==> config.mk <==
export PLATFORM = sky130hd
export DESIGN_NAME = video_register_and_timing_unit_top
export DESIGN_NICKNAME = d
export VERILOG_FILES = /design/src/hdl/vrt_pkg.sv /design/src/hdl/video_register_and_timing_unit_top.sv /design/src/hdl/vrt_timing.sv /design/src/hdl/vrt_regs.sv
export SDC_FILE = /design/constraint.sdc
export NUM_CORES = 1
export LEC_CHECK = 0
export BUFFER_PORTS_ARGS = -buffer_cell sky130_fd_sc_hd__buf_2
export CAP_MARGIN = 5
export CORE_MARGIN = 3
export CORE_UTILIZATION = 54
export CTS_CLUSTER_DIAMETER = 30
export DETAILED_ROUTE_END_ITERATION = 6
export PLACE_DENSITY_LB_ADDON = 0.08
export RECOVER_POWER = 50
export SYNTH_ARGS = -nofsm -noshare
export SYNTH_HDL_FRONTEND = slang
export SYNTH_HIERARCHICAL = 1
export SYNTH_SLANG_ARGS = --single-unit
==> constraint.sdc <==
create_clock -name clk -period 5 [get_ports clk]
set_clock_uncertainty 0.05 [all_clocks]
set_input_delay 1 -clock clk [delete_from_list [all_inputs] [get_ports clk]]
set_output_delay 1 -clock clk [all_outputs]
set_load 0.1 [all_outputs]
==> src/hdl/vrt_pkg.sv <==
// Shared types and constants for the video register and timing unit.
`timescale 1ns / 1ps

package vrt_pkg;

    localparam int DOT_W  = 9;
    localparam int LINE_W = 9;

    // Raster geometry
    localparam logic [DOT_W:0]    DOTS_PER_LINE = 10'd341;
    localparam logic [DOT_W:0]    SHORT_DOT     = 10'd340;
    localparam logic [DOT_W-1:0]  DOT_RESET     = 9'd341;
    localparam logic [LINE_W-1:0] LINE_RESET    = 9'd260;
    localparam logic [LINE_W-1:0] LAST_LINE     = 9'd261;
    localparam logic [LINE_W-1:0] VBLANK_LINE   = 9'd241;
    localparam logic [DOT_W-1:0]  EVENT_DOT     = 9'd1;

    // Register bits
    localparam logic [7:0] FLAG_VBLANK = 8'h80;
    localparam logic [7:0] FLAG_HIT0   = 8'h40;
    localparam int         CTRL_NMI    = 7;
    localparam int         CTRL_STEP32 = 2;
    localparam logic [7:0] MASK_SHOW   = 8'h18;
    localparam logic [15:0] STEP_WIDE  = 16'd32;
    localparam logic [15:0] STEP_NARROW = 16'd1;

    typedef enum logic [1:0] {
        KIND_TICK  = 2'd0,
        KIND_READ  = 2'd1,
        KIND_WRITE = 2'd2,
        KIND_NONE  = 2'd3
    } kind_t;

    typedef enum logic [2:0] {
        REG_CTRL    = 3'd0,
        REG_MASK    = 3'd1,
        REG_STATUS  = 3'd2,
        REG_OAMADDR = 3'd3,
        REG_OAMDATA = 3'd4,
        REG_SCROLL  = 3'd5,
        REG_ADDR    = 3'd6,
        REG_DATA    = 3'd7
    } reg_idx_t;

    typedef struct packed {
        logic vblank_start;
        logic vblank_end;
    } vrt_event_t;

    typedef struct packed {
        logic [7:0]  read_data;
        logic        vram_write_valid;
        logic [15:0] vram_write_addr;
        logic [7:0]  vram_write_data;
        logic        oam_write_valid;
        logic [7:0]  oam_write_addr;
        logic [7:0]  oam_write_data;
        logic        nmi_raise;
        logic [7:0]  active_scroll_x;
        logic [7:0]  active_scroll_y;
    } vrt_access_t;

    typedef struct packed {
        vrt_access_t       acc;
        logic [LINE_W-1:0] scanline_now;
        logic [DOT_W-1:0]  dot_now;
    } vrt_result_t;

endpackage

==> src/hdl/video_register_and_timing_unit_top.sv <==
// Top level of the video register and timing unit: input and result registers.
`timescale 1ns / 1ps

// Usage
//   Item channel (item_valid / item_stall): each transfer carries kind
//   (tick, register read, register write), reg_index and write_data.
//   Result channel (result_valid / result_stall): exactly one result per
//   item, in order: read byte, video memory and object memory write
//   requests, NMI pulse, the counters after the item and the applied scroll.
//   Order: an accepted item waits in the input register; its state update
//   and result are computed in one short pass and written to the result
//   register when the result stage advances, and result_valid then rises.
//   Throughput: one item per cycle while result_stall is low; the dot/line
//   counters and register updates are computed combinationally, so
//   back-to-back ticks and accesses stream without gaps.
//   Stall: while the result register is full and stalled, the input register
//   holds its item and item_stall rises; once the result moves on, both
//   stages advance together with no lost or repeated transfer.
//   Reset (rst_n, asynchronous): state registers clear to zero, the dot counter
//   starts at 341 and the line counter at 260, so the first tick lands on
//   dot 0 of the pre-render line. Both stages come out empty.
module video_register_and_timing_unit_top
(
    input  logic        clk,
    input  logic        rst_n,
    input  logic        item_valid,
    output logic        item_stall,
    input  logic [1:0]  kind,
    input  logic [2:0]  reg_index,
    input  logic [7:0]  write_data,
    output logic        result_valid,
    input  logic        result_stall,
    output logic [7:0]  read_data,
    output logic        vram_write_valid,
    output logic [15:0] vram_write_addr,
    output logic [7:0]  vram_write_data,
    output logic        oam_write_valid,
    output logic [7:0]  oam_write_addr,
    output logic [7:0]  oam_write_data,
    output logic        nmi_raise,
    output logic [8:0]  scanline_now,
    output logic [8:0]  dot_now,
    output logic [7:0]  active_scroll_x,
    output logic [7:0]  active_scroll_y
);

    // input register
    logic              in_valid_reg;
    vrt_pkg::kind_t    kind_reg;
    vrt_pkg::reg_idx_t idx_reg;
    logic [7:0]        data_reg;

    // result register
    logic                 out_valid_reg;
    vrt_pkg::vrt_result_t res_reg, res_next;

    logic                 advance;
    logic                 commit;
    logic                 take;
    logic                 show;
    vrt_pkg::vrt_event_t  events;
    vrt_pkg::vrt_access_t acc;
    logic [vrt_pkg::DOT_W-1:0]  dot_cur;
    logic [vrt_pkg::LINE_W-1:0] line_cur;

    // The result stage moves whenever it is empty or its transfer completes.
    assign advance    = !out_valid_reg || !result_stall;
    assign commit     = in_valid_reg && advance;
    assign item_stall = in_valid_reg && !advance;
    assign take       = item_valid && !item_stall;

    vrt_timing u_timing
    (
        .clk      (clk),
        .rst_n    (rst_n),
        .tick     (commit && (kind_reg == vrt_pkg::KIND_TICK)),
        .show     (show),
        .dot_now  (dot_cur),
        .line_now (line_cur),
        .events   (events)
    );

    vrt_regs u_regs
    (
        .clk        (clk),
        .rst_n      (rst_n),
        .commit     (commit),
        .kind       (kind_reg),
        .reg_index  (idx_reg),
        .write_data (data_reg),
        .events     (events),
        .show       (show),
        .acc        (acc)
    );

    always_comb
    begin
        res_next.acc          = acc;
        res_next.scanline_now = line_cur;
        res_next.dot_now      = dot_cur;
    end

    // Hold control state under reset; payload needs none.
    always_ff @(posedge clk or negedge rst_n)
    begin
        if (!rst_n)
        begin
            in_valid_reg  <= 1'b0;
            out_valid_reg <= 1'b0;
        end
        else
        begin
            if (take)
            begin
                in_valid_reg <= 1'b1;
            end
            else if (commit)
            begin
                in_valid_reg <= 1'b0;
            end
            if (advance)
            begin
                out_valid_reg <= in_valid_reg;
            end
        end
    end

    always_ff @(posedge clk)
    begin
        if (take)
        begin
            kind_reg <= vrt_pkg::kind_t'(kind);
            idx_reg  <= vrt_pkg::reg_idx_t'(reg_index);
            data_reg <= write_data;
        end
        if (commit)
        begin
            res_reg <= res_next;
        end
    end

    assign result_valid     = out_valid_reg;
    assign read_data        = res_reg.acc.read_data;
    assign vram_write_valid = res_reg.acc.vram_write_valid;
    assign vram_write_addr  = res_reg.acc.vram_write_addr;
    assign vram_write_data  = res_reg.acc.vram_write_data;
    assign oam_write_valid  = res_reg.acc.oam_write_valid;
    assign oam_write_addr   = res_reg.acc.oam_write_addr;
    assign oam_write_data   = res_reg.acc.oam_write_data;
    assign nmi_raise        = res_reg.acc.nmi_raise;
    assign scanline_now     = res_reg.scanline_now;
    assign dot_now          = res_reg.dot_now;
    assign active_scroll_x  = res_reg.acc.active_scroll_x;
    assign active_scroll_y  = res_reg.acc.active_scroll_y;

endmodule

==> src/hdl/vrt_timing.sv <==
// Dot and scanline counters with frame parity and vblank event decode.
`timescale 1ns / 1ps

module vrt_timing
(
    input  logic                       clk,
    input  logic                       rst_n,
    input  logic                       tick,
    input  logic                       show,
    output logic [vrt_pkg::DOT_W-1:0]  dot_now,
    output logic [vrt_pkg::LINE_W-1:0] line_now,
    output vrt_pkg::vrt_event_t        events
);

    logic [vrt_pkg::DOT_W-1:0]  dot_reg,  dot_next;
    logic [vrt_pkg::LINE_W-1:0] line_reg, line_next;
    logic                       odd_reg,  odd_next;
    logic [vrt_pkg::DOT_W:0]    dot_inc;
    logic                       short_end;

    always_comb
    begin
        dot_inc   = {1'b0, dot_reg} + 1'b1;
        short_end = show && odd_reg && (line_reg == vrt_pkg::LAST_LINE) &&
                    (dot_inc >= vrt_pkg::SHORT_DOT);
        dot_next  = dot_reg;
        line_next = line_reg;
        odd_next  = odd_reg;
        events    = '0;
        if (tick)
        begin
            dot_next = dot_inc[vrt_pkg::DOT_W-1:0];
            if ((dot_inc >= vrt_pkg::DOTS_PER_LINE) || short_end)
            begin
                // wrap the line; past the pre-render line start a new frame
                dot_next = '0;
                if (line_reg >= vrt_pkg::LAST_LINE)
                begin
                    line_next = '0;
                    odd_next  = ~odd_reg;
                end
                else
                begin
                    line_next = line_reg + 1'b1;
                end
            end
            events.vblank_start = (line_next == vrt_pkg::VBLANK_LINE) &&
                                  (dot_next == vrt_pkg::EVENT_DOT);
            events.vblank_end   = (line_next == vrt_pkg::LAST_LINE) &&
                                  (dot_next == vrt_pkg::EVENT_DOT);
        end
    end

    always_ff @(posedge clk or negedge rst_n)
    begin
        if (!rst_n)
        begin
            dot_reg  <= vrt_pkg::DOT_RESET;
            line_reg <= vrt_pkg::LINE_RESET;
            odd_reg  <= 1'b0;
        end
        else
        begin
            dot_reg  <= dot_next;
            line_reg <= line_next;
            odd_reg  <= odd_next;
        end
    end

    assign dot_now  = dot_next;
    assign line_now = line_next;

endmodule

==> src/hdl/vrt_regs.sv <==
// CPU-visible register file, write toggle, memory pointers and scroll latches.
`timescale 1ns / 1ps

module vrt_regs
(
    input  logic                clk,
    input  logic                rst_n,
    input  logic                commit,
    input  vrt_pkg::kind_t      kind,
    input  vrt_pkg::reg_idx_t   reg_index,
    input  logic [7:0]          write_data,
    input  vrt_pkg::vrt_event_t events,
    output logic                show,
    output vrt_pkg::vrt_access_t acc
);

    logic [7:0]  file_reg    [8];
    logic [7:0]  file_next   [8];
    logic        toggle_reg,  toggle_next;
    logic [15:0] vptr_reg,    vptr_next;
    logic [7:0]  optr_reg,    optr_next;
    logic [7:0]  pend_x_reg,  pend_x_next;
    logic [7:0]  pend_y_reg,  pend_y_next;
    logic [7:0]  appl_x_reg,  appl_x_next;
    logic [7:0]  appl_y_reg,  appl_y_next;

    assign show = (file_reg[vrt_pkg::REG_MASK] & vrt_pkg::MASK_SHOW) != 8'h00;

    always_comb
    begin
        file_next   = file_reg;
        toggle_next = toggle_reg;
        vptr_next   = vptr_reg;
        optr_next   = optr_reg;
        pend_x_next = pend_x_reg;
        pend_y_next = pend_y_reg;
        appl_x_next = appl_x_reg;
        appl_y_next = appl_y_reg;
        acc         = '0;

        case (kind)
            vrt_pkg::KIND_TICK:
            begin
                if (events.vblank_start)
                begin
                    file_next[vrt_pkg::REG_STATUS] =
                        file_reg[vrt_pkg::REG_STATUS] | vrt_pkg::FLAG_VBLANK;
                    acc.nmi_raise = file_reg[vrt_pkg::REG_CTRL][vrt_pkg::CTRL_NMI];
                end
                if (events.vblank_end)
                begin
                    file_next[vrt_pkg::REG_STATUS] = file_reg[vrt_pkg::REG_STATUS] &
                        ~(vrt_pkg::FLAG_VBLANK | vrt_pkg::FLAG_HIT0);
                    appl_x_next = pend_x_reg;
                    appl_y_next = pend_y_reg;
                end
            end
            vrt_pkg::KIND_READ:
            begin
                acc.read_data = file_reg[reg_index];
                if (reg_index == vrt_pkg::REG_STATUS)
                begin
                    // status read drops vblank and resets the shared toggle
                    toggle_next = 1'b0;
                    file_next[vrt_pkg::REG_STATUS] =
                        file_reg[vrt_pkg::REG_STATUS] & ~vrt_pkg::FLAG_VBLANK;
                end
            end
            vrt_pkg::KIND_WRITE:
            begin
                if (reg_index == vrt_pkg::REG_STATUS)
                begin
                    file_next[vrt_pkg::REG_STATUS] = file_reg[vrt_pkg::REG_STATUS] |
                        (write_data & ~vrt_pkg::FLAG_VBLANK);
                end
                else
                begin
                    file_next[reg_index] = write_data;
                end
                case (reg_index)
                    vrt_pkg::REG_OAMADDR:
                    begin
                        optr_next = write_data;
                    end
                    vrt_pkg::REG_OAMDATA:
                    begin
                        acc.oam_write_valid = 1'b1;
                        acc.oam_write_addr  = optr_reg;
                        acc.oam_write_data  = write_data;
                        optr_next           = optr_reg + 1'b1;
                    end
                    vrt_pkg::REG_SCROLL:
                    begin
                        if (toggle_reg)
                        begin
                            pend_y_next = write_data;
                        end
                        else
                        begin
                            pend_x_next = write_data;
                        end
                        toggle_next = ~toggle_reg;
                    end
                    vrt_pkg::REG_ADDR:
                    begin
                        if (toggle_reg)
                        begin
                            vptr_next = {vptr_reg[15:8], write_data};
                        end
                        else
                        begin
                            vptr_next = {write_data, 8'h00};
                        end
                        toggle_next = ~toggle_reg;
                    end
                    vrt_pkg::REG_DATA:
                    begin
                        acc.vram_write_valid = 1'b1;
                        acc.vram_write_addr  = vptr_reg;
                        acc.vram_write_data  = write_data;
                        vptr_next = vptr_reg +
                            (file_reg[vrt_pkg::REG_CTRL][vrt_pkg::CTRL_STEP32] ?
                             vrt_pkg::STEP_WIDE : vrt_pkg::STEP_NARROW);
                    end
                    default:
                    begin
                    end
                endcase
            end
            default:
            begin
            end
        endcase

        acc.active_scroll_x = appl_x_next;
        acc.active_scroll_y = appl_y_next;
    end

    always_ff @(posedge clk or negedge rst_n)
    begin
        if (!rst_n)
        begin
            for (int i = 0; i < 8; i++)
            begin
                file_reg[i] <= 8'h00;
            end
            toggle_reg <= 1'b0;
            vptr_reg   <= '0;
            optr_reg   <= '0;
            pend_x_reg <= '0;
            pend_y_reg <= '0;
            appl_x_reg <= '0;
            appl_y_reg <= '0;
        end
        else if (commit)
        begin
            file_reg   <= file_next;
            toggle_reg <= toggle_next;
            vptr_reg   <= vptr_next;
            optr_reg   <= optr_next;
            pend_x_reg <= pend_x_next;
            pend_y_reg <= pend_y_next;
            appl_x_reg <= appl_x_next;
            appl_y_reg <= appl_y_next;
        end
    end

endmodule
==> Word-level counts from Yosys, hierarchy flattened <==
Cells that the tools add are included.
Widths: inputs -> output; s select.
{ "word_totals": {"out_inout_bits": 87, "inputBits": 17, "word_cells": 144, "register_bits": 240} }
{ "op_classes": {"magnitude_cmp": 5, "mux": 34, "n_reduce_logical": 39, "eq_ne": 17, "n_addsub": 4, "n_bitwise": 7} }
{ "op_table": {"columns": ["operator", "count"], "rows": [
  ["$mux 8", 11],
  ["$bwmux 64", 1],
  ["$mux 9", 7],
  ["$pmux 16 s2", 1],
  ["$reduce_and 4->1", 7],
  ["$mux 25", 1],
  ["$bmux 8 s3", 1],
  ["$demux 8 s3", 1],
  ["$pmux 8 s3", 1],
  ["$ge 10x9->1 const B", 2],
  ["$eq 9x9->1 const B", 2],
  ["$mux 17", 1],
  ["$add 16x16->16", 1],
  ["$mux 16", 1],
  ["$pmux 8 s2", 1],
  ["$eq 3x3->1 const B", 4],
  ["$reduce_and 3->1", 4],
  ["$add 9x1->10 const B", 1],
  ["$logic_and 1x1->1", 10],
  ["$reduce_bool 2->1", 5],
  ["$add 9x1->9 const B", 1],
  ["$eq 9x1->1 const B", 1],
  ["$eq 9x8->1 const B", 1],
  ["$ge 9x9->1 const B", 1],
  ["23 further kinds", 39]
]} }

==> Depth between registers and ports, before layout <==
{ "depth": {"word_depth": 13, "depth_mapped": 15, "mapped_depth_nobuf": 13} }

==> Modules after synthesis <==
Netlist, hierarchy kept.
{ "modules_own_cells": {"columns": ["mod", "area_each_um2", "cells_per_inst", "seq_area_each_um2", "n_inst"], "rows": [
  ["vrt_regs", 6573.8, 567, 3027.9, 1],
  ["video_register_and_timing_unit_top", 3049.2, 109, 2992.9, 1],
  ["vrt_timing", 1347.5, 163, 484.2, 1]
]} }

==> Worst setup path after synthesis <==
OpenSTA, ideal clock, no wires.
{ "synth_path": {"kind": "input to register", "start": "input port result_stall", "end": "register u_regs.appl_y_reg[0]", "arrival_time_ns": 6.074, "n_path_buf": 1, "required_time_ns": 4.825, "stages": 9, "setup_slack_ns": -1.249, "setup_time_ns": 0.125, "cell_sequence": "a21boi_2 nor3b_2 inv_1 or4_1 nor4_1 nand2_1 buf_2 mux2_2 mux2_2"} }
{ "synth_lines": {"columns": ["element", "line", "source"], "rows": [
  ["from (decl)", "video_register_and_timing_unit_top.sv:32", "input logic result_stall,"],
  ["to (signal assigned)", "vrt_regs.sv:164", "appl_y_reg <= appl_y_next;"],
  ["to (decl)", "vrt_regs.sv:25", "logic [7:0] appl_y_reg, appl_y_next;"]
]} }

==> flow_summary.json <==
{
  "outcome": "finished with violations",
  "violations": "capacitance limit, slew limit",
  "rows": 51,
  "ys_seq_area_frac": 0.593,
  "insertion_delay_ns": 0.53,
  "fin_crit_sh": 0.812,
  "layout-drive-gt1-share": 0.287,
  "nets": 974,
  "cts_resized": 0,
  "grt-ovfl-total": 0,
  "core_mm2": 0.0197,
  "grt_pass1_wl_um": 41600,
  "insertedDiodeCount": 0,
  "grt_antenna_before_repair": 0,
  "cts_max_level": 2,
  "critPathBufInv": 1,
  "numCtsBuffers": 47,
  "post_cts_buffers": 0,
  "syn_avg_cell_area_um2": 13.1,
  "seq_area_mm2": 0.00650,
  "first_iter_violations": 480,
  "critPathSlowestCell": "dfstp_2",
  "finalSetupTns_ns": 0,
  "rsz0062_at_grt": "false",
  "clockBufferDepth": 3,
  "portBuffers": 103,
  "globalRouteTotalUtil": 0.237,
  "area_growth_pct": 20.7,
  "ctsRootBufferMaster": "clkbuf_16",
  "synthArstFlopShare": 0.592,
  "synthFlopType": "dfrtp_1",
  "ys_ff_latch": 240,
  "yosys_warnings": 6,
  "syn_nets": 868,
  "wl_per_cell_um": 20.5,
  "multi_input_area_mm2": 0.00416,
  "setup_viol": 0,
  "crit_chain": "ha_1 -> inv_1 -> or3_1 -> a221o_1 -> o211ai_2 -> o21ai_1 -> a32o_1 -> nor4_2 -> nand2_2 -> mux2_2 -> mux2_2",
  "max_stage_delay_ns": 0.59,
  "die-height_um": 149,
  "syn-instance-count": 839,
  "relSlewSlack": -0.862,
  "io_pins": 104,
  "critPathLaunchType": "register",
  "clock_sinks": 240,
  "synth_cell_types": 76,
  "routed_wl_um": 25500,
  "die_area_mm2": 0.0221,
  "cp.arrival_ns": 4.41,
  "layout_setup_ws_ns": 0.942,
  "first_pass_iters": 5,
  "drc_errors": 0,
  "hold_class": "register to register",
  "fp.dieW_um": 149,
  "cts_tree": "built",
  "final_area_mm2": 0.0132,
  "place_area_mm2": 0.0117,
  "hpwl_um": 15800,
  "power_density_mw_per_mm2": 515,
  "critPathMostFrequentCell": "mux2_2",
  "fillers": 1415,
  "netlist_area_mm2": 0.0110,
  "grt_max_degree": 109,
  "synth_edf_count": 98,
  "crit_family": "simple AND/OR/NAND/NOR gates",
  "synth_area_leaders": "dfrtp_1, edfxtp_1, mux2_2",
  "vias": 7481,
  "grt_pass1_vias": 7697,
  "path_clk_slew_ns": 0.04,
  "holdBufCountCts": 0,
  "drv_cap": 2,
  "cp_max_fo": 17,
  "max-vdd-ir-drop_v": 0.000277,
  "worst_slew_pin_slew_ns": 2.79,
  "max_freq_mhz": 246,
  "slew_violations": 144,
  "crit_path_end_kind": "register",
  "ant_nets": 0,
  "yosys.area.top_type": "dfrtp_1",
  "largest_reg_flops": 64,
  "finalWeightedCongestion": 0.884,
  "critPathRequiredTime_ns": 5.35,
  "synthDominantCellAreaShare": 0.308,
  "utilization": 0.671,
  "place_ws_ns": 0.890,
  "detail_route.vias_per_cell": 6.00,
  "hold_viol": 0,
  "min_period_ns": 4.06,
  "criticalPathCategory": "register to register",
  "leakage_nw": 5.65,
  "initial_core_util": 0.556
}
-- power breakdown --
| group | internal (mW) | switching [mW] | total [mW] | leakage [nW] |
|---|---|---|---|---|
| clock | 2.22 | 0.966 | 3.19 | 0.819 |
| combinational | 0.320 | 0.718 | 1.04 | 2.05 |
| sequential | 2.34 | 0.243 | 2.59 | 2.78 |
| total | 4.89 | 1.93 | 6.81 | 5.65 |
-- final cells by class --
type / instances / area share
clock buffer: 64 / 0.104
clock inverter: 22 / 0.0210
inverter: 15 / 0.00425
multi-input combinational: 527 / 0.314
sequential: 240 / 0.491
tap: 265 / 0.0250
timing repair buffer: 114 / 0.0405
-- cell usage in the layout (no fill, tap or decap), types with 30 or more instances in the layout --
| cell | Yosys | final |
|---|---|---|
| mux2_2 | 89 | 89 |
| buf_2 | 20 | 61 |
| o21ai_0 | 32 | 32 |
| edfxtp_1 | 98 | 98 |
| dfrtp_1 | 135 | 135 |
| clkbuf_1 | 32 | 51 |
| clkbuf_16 | 0 | 51 |
| a21oi_1 | 30 | 30 |
| and3_1 | 51 | 51 |
| nand2_1 | 42 | 41 |
-- cell usage after synthesis (all sizes together) (10+ instances only) --
master	instances
a21oi	30
a31oi	15
and3	51
buf	25
clkbuf	32
dfrtp	135
edfxtp	98
ha	12
inv	15
mux2	105
mux2i	10
mux4	16
nand2	43
nand2b	10
nand3	30
nor2	30
o211ai	11
o21ai	38
-- through the flow --
step | power, mW | hold WS, ns | instances
after floorplan | 3.41 | 0.373 | 839
after global placement | 3.61 | 0.385 | 1161
after detailed placement | 3.65 | 0.406 | 1161
after CTS | 6.88 | 0.416 | 1247
after global routing | 7.08 | 0.425 | 1247
final | 6.81 | 0.413 | 1247
-- worst reg2reg max path: cells and delay by family, from the launching register on --
kind,cells,cell delay [ns]
flip-flops,1,0.59
buffers and inverters,1,0.13
AND/OR/NAND/NOR,3,1.25
adder cells (fa/ha/maj),1,0.38
AO/OA/AOI/OAI,4,0.88
multiplexers,2,0.68
-- cell families (layout without fill, tap and decap cells) --
kind of cell / count (synthesis) / after routing / synth area share
AOI/OAI and AO/OA: 145 / 145 / 0.0858
xor gates and xnor gates: 3 / 3 / 0.00240
adders and majority gates: 12 / 12 / 0.0137
buffers and inverters: 72 / 215 / 0.0286
DFF: 240 / 240 / 0.593
muxes: 131 / 131 / 0.150
and+or+nand+nor: 236 / 236 / 0.127
-- path summary, 6_finish.rpt --
path / from / end / slack (ns) / cells after the start
min in group asynchronous: rst_n / u_regs/optr_reg[2]$_DFFE_PN0P_ / 1.32 / 1
worst max register to register: u_timing/dot_reg[0]$_DFF_PN1_ / u_regs/appl_y_reg[4]$_DFFE_PN0P_ / 0.94 / 11
worst min register to register: u_regs/file_reg[41]$_DFFE_PN0P_ / u_regs/file_reg[41]$_DFFE_PN0P_ / 0.41 / 1
worst min-delay path: u_regs/file_reg[41]$_DFFE_PN0P_ / u_regs/file_reg[41]$_DFFE_PN0P_ / 0.41 / 1
worst max-delay path: u_timing/dot_reg[0]$_DFF_PN1_ / u_regs/appl_y_reg[4]$_DFFE_PN0P_ / 0.94 / 11
max in group asynchronous: rst_n / u_regs/file_reg[46]$_DFFE_PN0P_ / 1.49 / 2
-- per-layer routing --
| metal | part of all wire | routed length (um) | vias to the layer above | GRT usage |
|---|---|---|---|---|
| li1 | - | - | 3389 | - |
| met1 | 0.43 | 11000 | 3786 | 0.319 |
| met2 | 0.49 | 12600 | 257 | 0.394 |
| met3 | 0.053 | 1350 | 49 | 0.0433 |
| met4 | 0.023 | 587 | 0 | 0.0767 |
| met5 | 0 | 0 | - | 0 |
No activity file was read; power rests on OpenSTA's default activity.
